==> src/sv/cartridge_image_checker_core_defines.svh <==
// ---------------------------------------------------------------------------
// Cartridge image checker assertion macros
// Shared property wrappers clocked on aclk, disabled while aresetn is low.
// ---------------------------------------------------------------------------
`ifndef CARTRIDGE_IMAGE_CHECKER_CORE_DEFINES_SVH
`define CARTRIDGE_IMAGE_CHECKER_CORE_DEFINES_SVH

// condition must hold at every edge
`define CIC_ASSERT_ALWAYS(label, cond, msg) \
    label: assert property (@(posedge aclk) disable iff (!aresetn) (cond)) else $error(msg);

// same-cycle implication
`define CIC_ASSERT_IMPL(label, ante, cons, msg) \
    label: assert property (@(posedge aclk) disable iff (!aresetn) (ante) |-> (cons)) \
        else $error(msg);

`endif

==> src/sv/cic_pkg.sv <==
`timescale 1ns / 1ps
// ---------------------------------------------------------------------------
// cic_pkg
// Types and constants shared by the cartridge image checker modules.
// ---------------------------------------------------------------------------
package cic_pkg;

    localparam int unsigned DATA_W   = 8;
    localparam int unsigned CRC_W    = 32;
    localparam int unsigned LEN_W    = 24;
    localparam int unsigned EXP_W    = 23;
    localparam int unsigned M_DATA_W = 88;

    localparam logic [CRC_W-1:0] CRC_POLY = 32'hEDB88320;
    localparam logic [CRC_W-1:0] CRC_INIT = 32'hFFFFFFFF;
    localparam logic [LEN_W-1:0] LEN_MAX  = 24'hFFFFFF;

    localparam int unsigned HDR_LEN   = 16;
    localparam int unsigned IDX_MAG0  = 0;
    localparam int unsigned IDX_MAG1  = 1;
    localparam int unsigned IDX_MAG2  = 2;
    localparam int unsigned IDX_MAG3  = 3;
    localparam int unsigned IDX_PROG  = 4;
    localparam int unsigned IDX_PAT   = 5;
    localparam int unsigned IDX_FLG6  = 6;
    localparam int unsigned IDX_FLG7  = 7;

    localparam logic [DATA_W-1:0] MAGIC0 = 8'h4E;
    localparam logic [DATA_W-1:0] MAGIC1 = 8'h45;
    localparam logic [DATA_W-1:0] MAGIC2 = 8'h53;
    localparam logic [DATA_W-1:0] MAGIC3 = 8'h1A;

    localparam logic [1:0] STATUS_OK        = 2'd0;
    localparam logic [1:0] STATUS_BAD_MAGIC = 2'd1;
    localparam logic [1:0] STATUS_BAD_SIZE  = 2'd2;
    localparam logic [1:0] STATUS_UNUSED    = 2'd3;

    typedef struct packed {
        logic [DATA_W-1:0] data_byte;
        logic              last_byte;
    } in_word_t;

    typedef struct packed {
        logic [1:0]        status;
        logic [7:0]        program_banks;
        logic [7:0]        pattern_banks;
        logic              vertical_mirror;
        logic [7:0]        mapper_number;
        logic              pattern_is_ram;
        logic [CRC_W-1:0]  body_crc;
        logic [LEN_W-1:0]  image_length;
    } result_t;

endpackage

==> src/sv/cic_input_stage.sv <==
`timescale 1ns / 1ps
// ---------------------------------------------------------------------------
// cic_input_stage
// Input word register; refills whenever the held word is consumed.
// ---------------------------------------------------------------------------
module cic_input_stage (
    input  logic              aclk,
    input  logic              aresetn,
    input  logic              s_tvalid,
    output logic              s_tready,
    input  logic [7:0]        s_tdata,   // [7:0] data_byte
    input  logic              s_tlast,
    input  logic              take,
    output logic              word_valid,
    output cic_pkg::in_word_t word
);
    import cic_pkg::*;

    logic     valid_reg;
    in_word_t word_reg;

    assign s_tready   = !valid_reg || take;
    assign word_valid = valid_reg;
    assign word       = word_reg;

    always_ff @(posedge aclk) begin
        if (!aresetn) begin
            valid_reg <= 1'b0;
        end else if (s_tready) begin
            valid_reg <= s_tvalid;
        end
    end

    always_ff @(posedge aclk) begin
        if (s_tvalid && s_tready) begin
            word_reg.data_byte <= s_tdata;
            word_reg.last_byte <= s_tlast;
        end
    end

endmodule

==> src/sv/cic_crc_byte.sv <==
`timescale 1ns / 1ps
// ---------------------------------------------------------------------------
// cic_crc_byte
// Reflected CRC-32 update over one byte, unrolled eight bit steps.
// ---------------------------------------------------------------------------
module cic_crc_byte (
    input  logic [cic_pkg::CRC_W-1:0]  crc_in,
    input  logic [cic_pkg::DATA_W-1:0] data_in,
    output logic [cic_pkg::CRC_W-1:0]  crc_out
);
    import cic_pkg::*;

    always_comb begin
        logic [CRC_W-1:0] c;
        c = crc_in ^ {{(CRC_W-DATA_W){1'b0}}, data_in};
        for (int k = 0; k < DATA_W; k++) begin
            c = c[0] ? ((c >> 1) ^ CRC_POLY) : (c >> 1);
        end
        crc_out = c;
    end

endmodule

==> src/sv/cic_tracker.sv <==
`timescale 1ns / 1ps
// ---------------------------------------------------------------------------
// cic_tracker
// Byte counter, header capture, body CRC and end-of-image checks.
// ---------------------------------------------------------------------------
module cic_tracker #(
    parameter int COUNT_BITS = 24
) (
    input  logic              aclk,
    input  logic              aresetn,
    input  logic              word_valid,
    input  cic_pkg::in_word_t word,
    input  logic              out_free,
    output logic              take,
    output logic              res_valid,
    output cic_pkg::result_t  res
);
    import cic_pkg::*;

    localparam int unsigned WIDE = (COUNT_BITS > LEN_W) ? COUNT_BITS : LEN_W;
    localparam logic [COUNT_BITS-1:0] CNT_MAX = {COUNT_BITS{1'b1}};

    logic [COUNT_BITS-1:0] count_reg, count_next;
    logic [CRC_W-1:0]      crc_reg, crc_next, crc_upd;
    logic                  magic_reg, magic_next;
    logic [7:0]            prog_reg, prog_next;
    logic [7:0]            pat_reg, pat_next;
    logic [7:0]            flg_lo_reg, flg_lo_next;
    logic [3:0]            flg_hi_reg, flg_hi_next;
    logic [EXP_W-1:0]      expect_len;
    logic [WIDE-1:0]       len_wide;
    logic [DATA_W-1:0]     b;

    assign b    = word.data_byte;
    assign take = word_valid && (!word.last_byte || out_free);

    cic_crc_byte u_crc (
        .crc_in  (crc_reg),
        .data_in (b),
        .crc_out (crc_upd)
    );

    always_comb begin
        count_next  = count_reg;
        crc_next    = crc_reg;
        magic_next  = magic_reg;
        prog_next   = prog_reg;
        pat_next    = pat_reg;
        flg_lo_next = flg_lo_reg;
        flg_hi_next = flg_hi_reg;
        res_valid   = 1'b0;

        if (take) begin
            if (count_reg == COUNT_BITS'(IDX_MAG0) && b != MAGIC0) magic_next = 1'b0;
            if (count_reg == COUNT_BITS'(IDX_MAG1) && b != MAGIC1) magic_next = 1'b0;
            if (count_reg == COUNT_BITS'(IDX_MAG2) && b != MAGIC2) magic_next = 1'b0;
            if (count_reg == COUNT_BITS'(IDX_MAG3) && b != MAGIC3) magic_next = 1'b0;
            if (count_reg == COUNT_BITS'(IDX_PROG)) prog_next   = b;
            if (count_reg == COUNT_BITS'(IDX_PAT))  pat_next    = b;
            if (count_reg == COUNT_BITS'(IDX_FLG6)) flg_lo_next = b;
            if (count_reg == COUNT_BITS'(IDX_FLG7)) flg_hi_next = b[7:4];
            if (count_reg >= COUNT_BITS'(HDR_LEN))  crc_next    = crc_upd;
            if (count_reg != CNT_MAX)               count_next  = count_reg + 1'b1;
            res_valid = word.last_byte;
        end

        expect_len = {1'b0, prog_next, 14'b0} + {2'b0, pat_next, 13'b0}
                   + EXP_W'(HDR_LEN);
        len_wide   = WIDE'(count_next);

        if (count_next < COUNT_BITS'(HDR_LEN) || !magic_next) begin
            res.status = STATUS_BAD_MAGIC;
        end else if (count_next == CNT_MAX || count_next != COUNT_BITS'(expect_len)
                     || prog_next == 8'd0) begin
            res.status = STATUS_BAD_SIZE;
        end else begin
            res.status = STATUS_OK;
        end
        res.program_banks   = prog_next;
        res.pattern_banks   = pat_next;
        res.vertical_mirror = flg_lo_next[0];
        res.mapper_number   = {flg_hi_next, flg_lo_next[7:4]};
        res.pattern_is_ram  = (pat_next == 8'd0);
        res.body_crc        = ~crc_next;
        res.image_length    = (len_wide > WIDE'(LEN_MAX)) ? LEN_MAX : LEN_W'(len_wide);

        // image done: back to reset state
        if (res_valid) begin
            count_next  = '0;
            crc_next    = CRC_INIT;
            magic_next  = 1'b1;
            prog_next   = 8'd0;
            pat_next    = 8'd0;
            flg_lo_next = 8'd0;
            flg_hi_next = 4'd0;
        end
    end

    always_ff @(posedge aclk) begin
        if (!aresetn) begin
            count_reg  <= '0;
            crc_reg    <= CRC_INIT;
            magic_reg  <= 1'b1;
            prog_reg   <= 8'd0;
            pat_reg    <= 8'd0;
            flg_lo_reg <= 8'd0;
            flg_hi_reg <= 4'd0;
        end else begin
            count_reg  <= count_next;
            crc_reg    <= crc_next;
            magic_reg  <= magic_next;
            prog_reg   <= prog_next;
            pat_reg    <= pat_next;
            flg_lo_reg <= flg_lo_next;
            flg_hi_reg <= flg_hi_next;
        end
    end

endmodule

==> src/sv/cartridge_image_checker_core.sv <==
`timescale 1ns / 1ps
// m_tvalid is registered: the input register loads the last word at the edge that
// accepts it, and the result register loads once the output is free.
// Throughput: one word per cycle, but a last word waits while a result is unread;
// the byte-wide CRC and size compare sit in one stage between input and result regs.
// Reset: synchronous, active low; clears counter, CRC, header fields, valids.
// After each last word the tracking state returns to its reset values.
// ---------------------------------------------------------------------------
// cartridge_image_checker_core
// Streams an image byte by byte, checks header and size, CRCs the body.
// ---------------------------------------------------------------------------
`include "cartridge_image_checker_core_defines.svh"

module cartridge_image_checker_core #(
    parameter int COUNT_BITS = 24
) (
    input  logic        aclk,
    input  logic        aresetn,
    input  logic        s_tvalid,
    output logic        s_tready,
    input  logic [7:0]  s_tdata,   // [7:0] data_byte
    input  logic        s_tlast,   // last_byte
    output logic        m_tvalid,
    input  logic        m_tready,
    output logic [87:0] m_tdata    // [1:0] status, [9:2] program_banks,
                                   // [17:10] pattern_banks, [18] vertical_mirror,
                                   // [26:19] mapper_number, [27] pattern_is_ram,
                                   // [59:28] body_crc, [83:60] image_length, [87:84] 0
);
    import cic_pkg::*;

    in_word_t             word;
    logic                 word_valid;
    logic                 take;
    logic                 out_free;
    logic                 res_valid;
    result_t              res;
    logic                 m_tvalid_reg;
    logic [M_DATA_W-1:0]  m_tdata_reg;
    logic [1:0]           m_status;
    logic [7:0]           m_prog;
    logic [7:0]           m_pat;
    logic                 m_ram;
    logic                 m_ok;

    assign out_free = !m_tvalid_reg || m_tready;
    assign m_tvalid = m_tvalid_reg;
    assign m_tdata  = m_tdata_reg;

    assign m_status = m_tdata_reg[1:0];
    assign m_prog   = m_tdata_reg[9:2];
    assign m_pat    = m_tdata_reg[17:10];
    assign m_ram    = m_tdata_reg[27];
    assign m_ok     = m_tvalid_reg && (m_status == STATUS_OK);

    cic_input_stage u_in (
        .aclk       (aclk),
        .aresetn    (aresetn),
        .s_tvalid   (s_tvalid),
        .s_tready   (s_tready),
        .s_tdata    (s_tdata),
        .s_tlast    (s_tlast),
        .take       (take),
        .word_valid (word_valid),
        .word       (word)
    );

    cic_tracker #(
        .COUNT_BITS (COUNT_BITS)
    ) u_trk (
        .aclk       (aclk),
        .aresetn    (aresetn),
        .word_valid (word_valid),
        .word       (word),
        .out_free   (out_free),
        .take       (take),
        .res_valid  (res_valid),
        .res        (res)
    );

    always_ff @(posedge aclk) begin
        if (!aresetn) begin
            m_tvalid_reg <= 1'b0;
        end else if (res_valid) begin
            m_tvalid_reg <= 1'b1;
        end else if (m_tready) begin
            m_tvalid_reg <= 1'b0;
        end
    end

    always_ff @(posedge aclk) begin
        if (res_valid) begin
            m_tdata_reg <= {4'b0, res.image_length, res.body_crc, res.pattern_is_ram,
                            res.mapper_number, res.vertical_mirror, res.pattern_banks,
                            res.program_banks, res.status};
        end
    end

    `CIC_ASSERT_IMPL(a_no_overwrite, m_tvalid_reg && !m_tready, !res_valid, "result overwritten")
    `CIC_ASSERT_IMPL(a_status_code, m_tvalid_reg, m_status != STATUS_UNUSED, "undefined status")
    `CIC_ASSERT_IMPL(a_ram_flag, m_tvalid_reg, m_ram == (m_pat == 8'd0), "pattern RAM flag mismatch")
    `CIC_ASSERT_IMPL(a_ok_has_prog, m_ok, m_prog != 8'd0, "ok status with zero program banks")

endmodule
==> config.mk <==
export PLATFORM = sky130hd
export DESIGN_NAME = cartridge_image_checker_core
export DESIGN_NICKNAME = d
export VERILOG_FILES = /design/src/sv/cic_pkg.sv /design/src/sv/cic_input_stage.sv /design/src/sv/cic_crc_byte.sv /design/src/sv/cic_tracker.sv /design/src/sv/cartridge_image_checker_core.sv
export VERILOG_INCLUDE_DIRS = /design/src /design/src/sv
export SDC_FILE = /design/constraint.sdc
export NUM_CORES = 1
export LEC_CHECK = 0
export ABC_CLOCK_PERIOD_IN_PS = 11300
export BUFFER_PORTS_ARGS = -buffer_cell sky130_fd_sc_hd__buf_2
export CORE_UTILIZATION = 62
export CTS_CLUSTER_SIZE = 8
export DETAILED_ROUTE_END_ITERATION = 6
export PLACE_DENSITY = 0.85
export SKIP_LAST_GASP = 1
export SYNTH_ARGS = -nofsm -noshare
export SYNTH_HDL_FRONTEND = slang
export SYNTH_SLANG_ARGS = --single-unit
==> constraint.sdc <==
create_clock -name aclk -period 11.3 [get_ports aclk]
set_input_delay 2.26 -clock aclk [delete_from_list [all_inputs] [get_ports aclk]]
set_output_delay 2.26 -clock aclk [all_outputs]
set_load 0.01 [all_outputs]
Word-level counts from Yosys, hierarchy flattened
Index checks and enable logic that the tools add are counted.

word-level totals
  word-level logic and storage cells = 97
  register bits after elaboration = 180
  bits of input ports = 13
  output and inout bits = 90

operators by class
  bitwise operators = 11
  magnitude comparators = 3
  add/subtract/negate cells = 3
  reduce and logical (&&, ||, !) cells = 22
  equality and inequality tests = 14
  mux-type cells = 29

operators by type and width
  kind                   count
  $mux 32                10
  $not 13->14            8
  $eq 24x3->1 const B    4
  $eq 24x2->1 const B    2
  $mux 24                2
  $mux 8                 6
  $not 32->32            1
  $xor 32x8->32          1
  $add 24x1->24 const B  1
  $eq 24x1->1 const B    1
  $eq 24x24->1 const B   1
  $ge 24x5->1 const B    1
  $gt 24x24->1 const B   1
  $logic_not 24->1       1
  $lt 24x5->1 const B    1
  $ne 24x23->1           1
  $ne 24x24->1 const B   1
  $ne 8x7->1 const B     3
  $add 22x21->23         1
  $add 23x5->23 const B  1
  $logic_not 8->1        2
  $mux 1                 8
  $mux 4                 2
  $ne 8x5->1 const B     1
  other kinds (8)        21

Depth between registers and ports, before layout
  depth after elaboration = 20
  gate-level depth with buffers = 18
  mapped depth without buffers = 17

By module
Synthesis repeated with hierarchy kept, for this count alone.

second synthesis, totals
  cell total of the unflattened synthesis = 693
  area, all modules = 8524.4 µm²

by module, submodules not included
  module                        instances  seq. area each (µm²)  cells an instance  area each (µm²)
  cic_tracker                   1          1641.6                523                4648.2
  cartridge_image_checker_core  1          2542.4                93                 2605.0
  cic_crc_byte                  1          0.0                   63                 943.4
  cic_input_stage               1          290.3                 14                 327.8

Worst setup path before layout
OpenSTA, ideal clock, no wires.

  path type = input port to flip-flop
  from = input port m_tready
  to = register m_tdata_reg[1] (netlist: m_tdata[1]), data pin
  setup slack = 5181 ps
  data arrival time = 5852 ps
  stages on the path = 17
  library setup time = 267 ps
  buffers on the path = 2
  required time = 11033 ps
  cells stage by stage = and3b_1 > clkbuf_1 > or4_1 > buf_6 > mux2i_1 > inv_1 > ha_1 > fa_1 > a21oi_1 > o211a_1 > mux2i_1 > a2111oi_0 > o21ai_0 > or4_4 > nor4_4 > a41o_1 > a31oi_1

RTL lines
  element               line                                RTL
  start, declared       cartridge_image_checker_core.sv:24  input logic m_tready,
  end signal, assigned  cartridge_image_checker_core.sv:93  m_tdata_reg <= {4'b0, res.image_length, res.body_crc, res.pattern_is_ram,
  end, declared         cartridge_image_checker_core.sv:39  logic [M_DATA_W-1:0] m_tdata_reg;

==> flow_summary.ini <==
[status]
outcome = completed

[power_and_ir_drop]
vdd_drop_max_mv = 0.0809
pwr-share-comb_pct = 6.4
internal_power_mw = 1.02
sw_frac_of_total_pct = 22.7
seqPwrFrac_pct = 52.7
clkPwrFrac_pct = 40.9
p_per_area_mw_per_mm2 = 144
switchingPower_mw = 0.298
p_leak_nw = 3.70

[detailed_routing]
drtIter0Drc = 461
firstDrtPassIters = 6
wl_per_cell_microns = 18.8
drc = 0
via_per_inst = 5.74
drt-total-wl_microns = 18400
ant_nets = 0
vias = 5635

[sta]
post-route-min-period_ns = 6.36
setup_violations = 0
slew_violations = 0
fin_worst_skew_ns = 0.00942
tns_ns = 0
fmax_mhz = 157
worstMarginPinSlew_ns = 1.06
slew_headroom_pct = 29.1
post-route-period-util_pct = 56.3
hold_violations = 0
rsz0062_at_grt = false

[floorplan]
core_sq_mm = 0.0126
fp-row-count = 41
die_height_microns = 115
dieWidth_microns = 115
io-pin-count = 103
die_area_sq_mm = 0.0133
start_util_pct = 63.4

[setup_path]
worst-path-buf-inv = 2
crit_path_max_fanout = 8
start_kind = input port
slowest_delay_ns = 0.84
critPathMostFrequentCell = mux2i_1
worstSetupPathType = in2reg
startpoint = m_tready
cp-end-kind = register
critPathRequiredTime_ns = 11.47
crit_chain = buf_2 > and3b_1 > or4_1 > mux2i_1 > inv_1 > ha_1 > fa_1 > a21oi_1 > o211a_1 > mux2i_1 > a2111oi_0 > o21ai_0 > or4_4 > nor4_4 > a41o_1 > a31oi_1
arrival_ns = 6.53
reg2reg_from = u_trk.count_reg[18]
slowest_stage = or4_1
crit_family = simple AND/OR/NAND/NOR gates

[placement]
hpwl_microns = 13200
globalplace.congestion = 0.938
io_buffers = 98
dp.cells = 949

[hold_path]
hold_start = u_trk.crc_reg[16]
min_path_type = reg2reg

[clocking]
clk_latency_ns = 0.43
clock-sinks = 177
path_clk_slew_ns = 0.06
cts_setup_buffers = 0
htree_levels = 4
ctsHoldBuffers = 0
clockRootBuffer = clkbuf_16
cts_made_buffers = 17
cts_buffer_depth = 2
cts_tree = built
ctsResizeCount = 0

[synthesis]
synth_warnings = 0
ys_seq_area_share_pct = 56.2
synth_cells = 705
async_reset_ff_share_pct = 0
ys_ff_latch = 177
synth_edf_count = 93
yosys_most_used_dff = edfxtp_1
syn_area_sq_mm = 0.00797
synth.avg_cell_area_sq_um = 11.3
ys_types = 64

[global_routing]
grt_max_degree = 72
antenna_found_initial = 0
grt.overflow.total = 0
first_global_vias = 5424
grt_pass1_wl_microns = 28400
grt_util_all_layers_pct = 28.8

[finish]
fin_cells = 981
drive_gt1_share_pct = 19.8
multi_input_area_sq_mm = 0.00326
diodes = 0
nNetsFinal = 821
area_growth_pct = 14.3
fillers = 851
largest_reg_flops = 84
layout.area.seq_sq_mm = 0.00447

[flow_run]
maxCapViolCount = 0
[worst reg2reg max path, stage by stage, from the launching register on]
cell,delay [ns]
dfxtp_1,0.37
nor3_1,0.33
nand4_1,0.29
or4_1,0.86
mux2i_1,0.37
inv_1,0.10
ha_1,0.24
fa_1,0.40
a21oi_1,0.26
o211a_1,0.22
mux2i_1,0.08
a2111oi_0,0.31
o21ai_0,0.15
or4_4,0.44
nor4_4,0.26
a41o_1,0.21
a31oi_1,0.04
[cell type report]
type / count / area share, %
inverters: 27 / 1.11
repair buffers: 101 / 5.63
flip-flops and latches: 177 / 49.1
clock buffers: 24 / 5.29
well taps: 172 / 2.36
clock inverters: 8 / 0.605
multi-input cells: 472 / 35.9
[through the flow]
step | hold slack [ns] | setup slack [ns] | util [%] | instance area [sq um] | power, mW
floorplan | 0.459 | 5.18 | - | 7980 | 0.766
global placement | 0.475 | 4.73 | 68.2 | 8570 | 0.788
detailed placement | 0.492 | 4.57 | 68.2 | 8570 | 0.790
CTS | 0.508 | 5.02 | 72.4 | 9100 | 1.32
global route | 0.535 | 4.76 | 72.4 | 9100 | 1.35
finish | 0.513 | 4.94 | 72.4 | 9100 | 1.31
[worst paths after layout]
kind | cells past startpoint | to | slack [ns]
worst min-delay path | 2 | u_trk.crc_reg[16] | 0.51
worst min register to register | 2 | u_trk.crc_reg[16] | 0.51
worst max-delay path | 16 | m_tdata[1] | 4.94
worst max register to register | 16 | m_tdata[1] | 6.12
[cell usage in the layout (no fill, tap or decap), types with 3 or more instances in the layout]
cell type   Yosys  final
and4_1          6      6
nand2_1        54     53
and2_1         34     34
nor3_1         13     13
conb_1          1      4
xnor2_1        64     64
o21ai_0         8      8
mux2_2         14     14
mux2i_1        13     13
xor2_1         32     32
clkbuf_16       0     17
nor4_1         10     10
nand3_1        10     10
a21oi_1        45     45
buf_4           5      3
clkinvlp_4      0      4
ha_1           11     11
clkbuf_8        0      3
inv_1          27     27
nor2_1         59     59
nor2b_1         4      3
buf_2           4     98
nand4_1        14     14
clkbuf_1       22      4
and3_1         10      9
a21o_1          3      3
a31oi_1         3      3
nand2b_1        6      6
or4_1           6      6
o2111ai_1       3      3
edfxtp_1       93     93
dfxtp_1        84     84
xnor3_1         3      3
[Yosys cell counts (5+ instances only)]
master	n	area (sq um)
inv_1	27	101
edfxtp_1	93	2790
mux2i_1	13	130
xor2_1	32	280
mux2_2	14	158
nor2_1	59	221
o21ai_0	8	40.0
and4_1	6	52.6
dfxtp_1	84	1680
and2_1	34	213
clkbuf_1	22	82.6
a21oi_1	45	225
ha_1	11	138
buf_4	5	37.5
nand3_1	10	50.1
nand2_1	54	203
nand2b_1	6	37.5
or4_1	6	45.0
xnor2_1	64	561
nor3_1	13	65.1
nor4_1	10	62.6
nand4_1	14	87.6
and3_1	10	62.6
[metal layers]
metal | vias up | global-route usage, % | wire length, microns
met1 | 2704 | 35.9 | 7650
met3 | 40 | 5.90 | 1070
met2 | 250 | 47.8 | 9130
li1 | 2641 | - | -
met5 | - | 0 | 0
met4 | 0 | 14.5 | 538
[logic make-up after synthesis]
group | after synthesis | share of synthesized area, %
other cells | 1 | 0.0471
simple gates | 243 | 16.4
mux | 29 | 4.07
buf+inv | 59 | 3.17
fa+ha+maj | 12 | 1.98
flops | 177 | 56.2
xor+xnor | 100 | 11.6
compound gates | 84 | 6.58
[power groups by stage]
stage          registers [mW]  clock network, mW  logic [mW]
2_1_floorplan           0.707                  0      0.0585
3_3_place_gp            0.706                  0      0.0818
3_5_place_dp            0.706                  0      0.0835
4_1_cts                 0.693              0.539      0.0848
5_1_grt                 0.693              0.561      0.0923
6_report                0.693              0.537      0.0845
Note: power is estimated with default switching activity, not from simulation.
